--- src/design/rsdr_pkg.sv ---
// Shared types and constants for the RRIP replacement core.
package rsdr_pkg;

  localparam int NUM_SETS    = 2048;
  localparam int SET_W       = 11;
  localparam int NUM_WAYS    = 16;
  localparam int WAY_W       = 4;
  localparam int SIG_BITS    = 6;
  localparam int SIG_ENTRIES = 64;
  localparam int ADDR_BITS   = 48;
  localparam int MASK_W      = 16;
  localparam int PERIOD_W    = 20;
  localparam int CFG_IDX_W   = 2;
  localparam int SWEEP_W     = SET_W + 1;

  localparam logic [1:0] CNT_MAX  = 2'd3;
  localparam logic [1:0] RRPV_MAX = 2'd3;

  localparam logic [CFG_IDX_W-1:0] CFG_DECAY_PERIOD = 2'd0;
  localparam logic [CFG_IDX_W-1:0] CFG_STREAM_ON    = 2'd1;
  localparam logic [CFG_IDX_W-1:0] CFG_REUSE_MRU    = 2'd2;

  localparam logic [PERIOD_W-1:0] DECAY_PERIOD_RST = 20'd100000;

  typedef struct packed {
    logic                  action;
    logic [SET_W-1:0]      set_idx;
    logic [WAY_W-1:0]      way_idx;
    logic [ADDR_BITS-1:0]  addr;
    logic [SIG_BITS-1:0]   sig;
    logic                  hit;
    logic [MASK_W-1:0]     mask;
  } item_t;

  typedef struct packed {
    logic [ADDR_BITS-1:0]                prev;
    logic [1:0]                          score;
    logic [NUM_WAYS-1:0][SIG_BITS-1:0]   sig;
    logic [NUM_WAYS-1:0][1:0]            dead;
    logic [NUM_WAYS-1:0][1:0]            rrpv;
  } row_t;

  typedef struct packed {
    logic [WAY_W-1:0] victim_way;
    logic             bypassed;
    logic             streaming_set;
  } result_t;

endpackage

--- src/design/rsdr_front.sv ---
// Request intake: field decode and a two-entry queue toward the back end.
module rsdr_front (
  input  logic             clk_i,
  input  logic             rst_ni,
  input  logic             in_valid_i,
  output logic             in_ready_o,
  input  logic             in_action_i,
  input  logic [127:0]     in_data_i,
  output logic             head_valid_o,
  output rsdr_pkg::item_t  head_o,
  input  logic             pop_i
);

  rsdr_pkg::item_t q_q [2];
  rsdr_pkg::item_t item;
  logic       wr_ptr_q, rd_ptr_q;
  logic [1:0] cnt_q;
  logic       push;

  always_comb begin
    item.action  = in_action_i;
    item.set_idx = in_data_i[10:0];
    item.way_idx = in_data_i[14:11];
    item.addr    = in_data_i[62:15];
    item.sig     = in_data_i[63+2+rsdr_pkg::SIG_BITS-1:63+2];
    item.hit     = in_data_i[111];
    item.mask    = in_data_i[127:112];
  end

  assign in_ready_o   = (cnt_q != 2'd2);
  assign push         = in_valid_i && in_ready_o;
  assign head_valid_o = (cnt_q != 2'd0);
  assign head_o       = q_q[rd_ptr_q];

  always_ff @(posedge clk_i) begin
    if (push) begin
      q_q[wr_ptr_q] <= item;
    end
  end

  always_ff @(posedge clk_i or negedge rst_ni) begin
    if (!rst_ni) begin
      wr_ptr_q <= 1'b0;
      rd_ptr_q <= 1'b0;
      cnt_q    <= 2'd0;
    end else begin
      if (push) wr_ptr_q <= !wr_ptr_q;
      if (pop_i) rd_ptr_q <= !rd_ptr_q;
      cnt_q <= cnt_q + {1'b0, push} - {1'b0, pop_i};
    end
  end

endmodule

--- config.mk ---
export PLATFORM = sky130hd
export DESIGN_NAME = rsdr_front
export DESIGN_NICKNAME = d
export VERILOG_FILES = /design/src/design/rsdr_pkg.sv /design/src/design/rsdr_front.sv
export SDC_FILE = /design/constraint.sdc
export NUM_CORES = 1
export LEC_CHECK = 0
export BUFFER_PORTS_ARGS = -buffer_cell sky130_fd_sc_hd__buf_2
export CORE_MARGIN = 2
export CORE_UTILIZATION = 45
export CTS_BUF_LIST = sky130_fd_sc_hd__clkbuf_8 sky130_fd_sc_hd__clkbuf_16
export CTS_CLUSTER_SIZE = 8
export DETAILED_ROUTE_END_ITERATION = 6
export HOLD_SLACK_MARGIN = 0.15
export MAX_ROUTING_LAYER = met4
export PLACE_DENSITY = 0.76
export SYNTH_ARGS = -nofsm -noshare
export SYNTH_HDL_FRONTEND = slang
export SYNTH_SLANG_ARGS = --single-unit
--- constraint.sdc ---
create_clock -name clk_i -period 5 [get_ports clk_i]
set_input_delay 1 -clock clk_i [delete_from_list [all_inputs] [get_ports clk_i]]
set_output_delay 1 -clock clk_i [all_outputs]
set_load 0.1 [all_outputs]
Word-level counts from Yosys, hierarchy flattened
Memories as Yosys holds them, arrays and structs flattened.
Cells that the tools add are included.
{"block": "word_totals", "register_bits": 4, "latchBits": 0, "word_cells": 13, "mem_count": 1, "output_inout_bits": 89, "mem_bits_ro": 0, "ram_bits": 174}
{"block": "op_classes", "n_eq_ne": 1, "n_bitwise": 0, "reduce_logical": 4, "order_cmp": 0, "shifts": 0, "add_sub_neg": 2, "n_mul": 0, "mux": 2, "div": 0}
{"name": "q_q", "depth": 2, "word_bits": 87, "read_ports": 1, "rd_ports_with_merged_regs": 0, "wr": 1, "line_no": "rsdr_front.sv:14", "text": "rsdr_pkg::item_t q_q [2];"}
{"op": "adder 2 x 1 -> 2 bit", "count": 1}
{"op": "zero test 1 bit", "count": 2}
{"op": "two-way mux 1 bit", "count": 2}
{"op": "inequality test 2 bit (second input constant)", "count": 1}
{"op": "nonzero test 2 bit", "count": 1}
{"op": "subtractor 2 x 1 -> 2 bit", "count": 1}
{"op": "logical AND 1 bit", "count": 1}

Logic depth before layout (Yosys ltp)
{"block": "depth", "ltp_word": 4, "depth_mapped": 5, "ltp_nobuf": 5}

Least setup slack after synthesis
OpenSTA, ideal clock, no wires.
{"block": "synth_timing", "path_kind": "register -> register", "startpoint": "register cnt_q[0]", "endpoint": "memory q_q[0][0] in the netlist's numbering, enable pin", "setup_slack_ns": -0.649, "required_time_ns": 4.466, "stages_incl_launch_ff": 4, "path_buffers": 0, "period_less_slack_ns": 5.649, "t_arrival_ns": 5.115, "path_cell_list": "dfrtp_1 nand2b_1 nand2_1 nor2_1"}
{"block": "synth_via", "elab_chain_cells": 4}
{"item": "start, declared", "line_no": "rsdr_front.sv:17", "text": "logic [1:0] cnt_q;"}
{"item": "start signal, assigned", "line_no": "rsdr_front.sv:49", "text": "cnt_q <= cnt_q + {1'b0, push} - {1'b0, pop_i};"}
{"item": "inequality test 2 bit", "line_no": "rsdr_front.sv:30", "text": "assign in_ready_o = (cnt_q != 2'd2);"}
{"item": "named net in_ready_o", "line_no": "rsdr_front.sv:6", "text": "output logic in_ready_o,"}
{"item": "logical AND 1 bit", "line_no": "rsdr_front.sv:31", "text": "assign push = in_valid_i && in_ready_o;"}
{"item": "two-way mux 1 bit", "line_no": "rsdr_front.sv:36", "text": "if (push) begin"}
{"item": "two-way mux 1 bit (implied by the code)", "line_no": "rsdr_front.sv:37", "text": "q_q[wr_ptr_q] <= item;"}
{"item": "end, declared", "line_no": "rsdr_front.sv:14"}
The timed path passes the listed nets, and every way through them passes these cells.

==> summary.txt <==
Synth
  • Seq/Total Area, Yosys: 0.8130
  • Top FF cell, synth: edfxtp_1
  • XOR/XNOR Fraction of Synth Area: 0.005349
  • Yosys warns: 0
  • Synthesized area: 0.006550 mm^2
  • Largest family of logic cells by synthesized area: multiplexers
  • Yosys top cell area share: 0.7977
  • Adder-Cell Fraction of Synth Area: 0.001910
  • Syn nets: 422
  • Ys async rst share: 0.02247
  • Commonest cells in the synthesized netlist: edfxtp_1 (174), mux2_2 (67), mux2_4 (20)
  • Yosys reg bits: 178
  • Simple-Gate Fraction of Synth Area: 0.004585
  • EDFF count, synth: 174
  • Yosys top cell by area: edfxtp_1
  • Syn avg cell area: 22.74 um^2
  • Synth unique cells: 16
  • Post-synthesis mux area share: 0.1610
  • Compound-Gate Fraction of Synth Area: 0.002674
  • Most common cell in the synthesized netlist: edfxtp_1
  • Dominant cells by area after synthesis: edfxtp_1 (80%), mux2_2 (12%), mux2_4 (4.6%)
  • Gate Count Post-Synth: 288

Setup path
  • R2r setup slk: 2.70 ns
  • Critical path's slowest cell: dfrtp_4
  • Startpoint Class: register
  • R2r worst-path depth: 4
  • CP startpoint: rd_ptr_q
  • Crit path required time: 4.00 ns
  • Worst r2r src: cnt_q[0]
  • R2R Path End: q_q[0][27]
  • Setup crit end kind: output pin
  • WP data arrival: 2.69 ns
  • Number of buffers and inverters on the critical path: 2
  • CP Cell Sequence: buf_4 -> mux2_2 -> buf_2
  • Kind of critical path: reg -> out
  • Largest fanout on the critical path: 72
  • Top delay family on crit path: flip-flops
  • Crit-path max cell delay: 1.08 ns

Layout
  • Finished Cell Area: 0.008277 mm^2
  • Layout cells sized above 1: 0.6138
  • Final net count: 613
  • Final Util: 0.5760
  • Diode count: 0
  • FILL cells: 1085
  • Layout area overhead: 26.36%

Drt
  • DRT iter0 DRCs: 239
  • WL final: 11490 um
  • Vias: 3301
  • WL per Instance: 17.00 um
  • Post-route antenna net violation count: 0
  • Via/cell ratio: 4.883
  • DR pass1 iterations: 4
  • Detailed-route DRC error count: 0

Die
  • IO Pins: 222
  • FP Rows: 44
  • Die Ht: 124.6 um
  • Die X: 124.6 um
  • Die area: 0.01554 mm^2
  • Initial Util: 0.4559
  • Core ar.: 0.01437 mm^2

STA
  • Final Hold Viols: 0
  • Final setup TNS: 0 ns
  • Rel. slew slack: 0.2766
  • Final worst-path cycle share: 0.7380
  • Slew Limit Fails: 0
  • Final setup violation count: 0
  • RSZ-0062 raised after global routing: no
  • Clock Skew: 0.008223 ns
  • Worst slew pin tran: 1.082 ns
  • F_max: 271.0 MHz
  • Period minus WS final: 3.690 ns

Clocking
  • Clock transition at the registers of the reported paths: 0.06 ns
  • # clock sinks: 178
  • TritonCTS clock tree: built
  • CTS Hold Bufs: 0
  • CTS H-tree depth: 4
  • CTS root buf: clkbuf_16
  • Post-CTS Setup Inserts: 0
  • Later-pin clock latency in the skew report: 0.42 ns
  • CTS resizes: 0
  • Num CTS Buffers: 17
  • Max clock buf depth: 2

Placement
  • Port Buffers: 179
  • Placement Cell Area: 0.007652 mm^2
  • RD Place Congestion: 0.6858
  • Detail Placement HPWL: 7378 um

Global routing
  • Number of global-route vias before repair: 3575
  • Initial antenna violation count: 0
  • First-pass GRT wire length: 18010 um
  • Met3 Track Usage GR: 0.05455
  • Grt peak-use layer: met2
  • Global Route met1 Usage: 0.1754
  • GR Overflow Total: 0
  • All-layer global routing usage: 0.1572
  • Met2 global-route usage: 0.2594
  • Largest net degree at the start of global routing: 73

Flow run
  • Max cap viols: 0

Status
  • Status: complete, no violations

Worst hold path
  • Hold Path Class: in -> async
## per-layer routing
metal / wire (um) / share of wire
met1: 4748 / 0.41
met2: 5822 / 0.51
met3: 743 / 0.065
met4: 176 / 0.015
met5: 0 / 0
## registers in the layout (all words and copies together) (netlist names)
signal / cells
rd_ptr_q: 1
q_q: 174
cnt_q: 2
wr_ptr_q: 1
## cell type report
class,count,area [um^2],share of cell area
Tap cell,184,230.2,0.02782
Timing Repair Buffer,182,930.9,0.1125
Multi-Input combinational cell,100,1162,0.1404
Clock inverter,10,130.1,0.01572
Sequential cell,178,5329,0.6438
Clock buffer,22,494.2,0.05971
## worst max-delay path by stage
stage | endpoint | cells after the start | slack, ns
floorplan | q_q[0][0] | 3 | 0.81
global placement | head_o[86] | 3 | 1.76
detailed placement | head_o[86] | 3 | 1.74
CTS | head_o[86] | 3 | 1.26
global route | head_o[86] | 3 | 1.15
finish | head_o[86] | 3 | 1.31
## logic make-up (layout without fill, tap and decap cells)
group | Yosys count | after routing
fa+ha+maj | 1 | 1
xor+xnor | 4 | 4
compound gates | 2 | 2
simple gates | 6 | 6
mux | 87 | 87
buf+inv | 10 | 214
flops | 178 | 178
## stage by stage
| step | hold WS, ns | instances | worst slack (ns) |
|---|---|---|---|
| after floorplan | 0.4788 | 288 | 0.8118 |
| after global placement | 0.5206 | 644 | 1.756 |
| after CTS | 0.3508 | 676 | 1.264 |
| after global routing | 0.3483 | 676 | 1.152 |
| after detailed placement | 0.5529 | 644 | 1.740 |
| final | 0.3710 | 676 | 1.310 |
## cell usage in the layout, fill, tap and decap left out, types with 2 or more instances in the layout
cell,instances
buf_2,179
edfxtp_1,174
mux2_2,67
mux2_4,20
clkbuf_16,17
clkbuf_8,5
xnor2_1,3
bufinv_16,3
inv_1,3
dfrtp_1,3
clkinvlp_4,2
buf_4,2
Power is left out: the tool's default activity adds up to more than one toggle a clock period on the data nets, which glitch-free logic cannot reach.
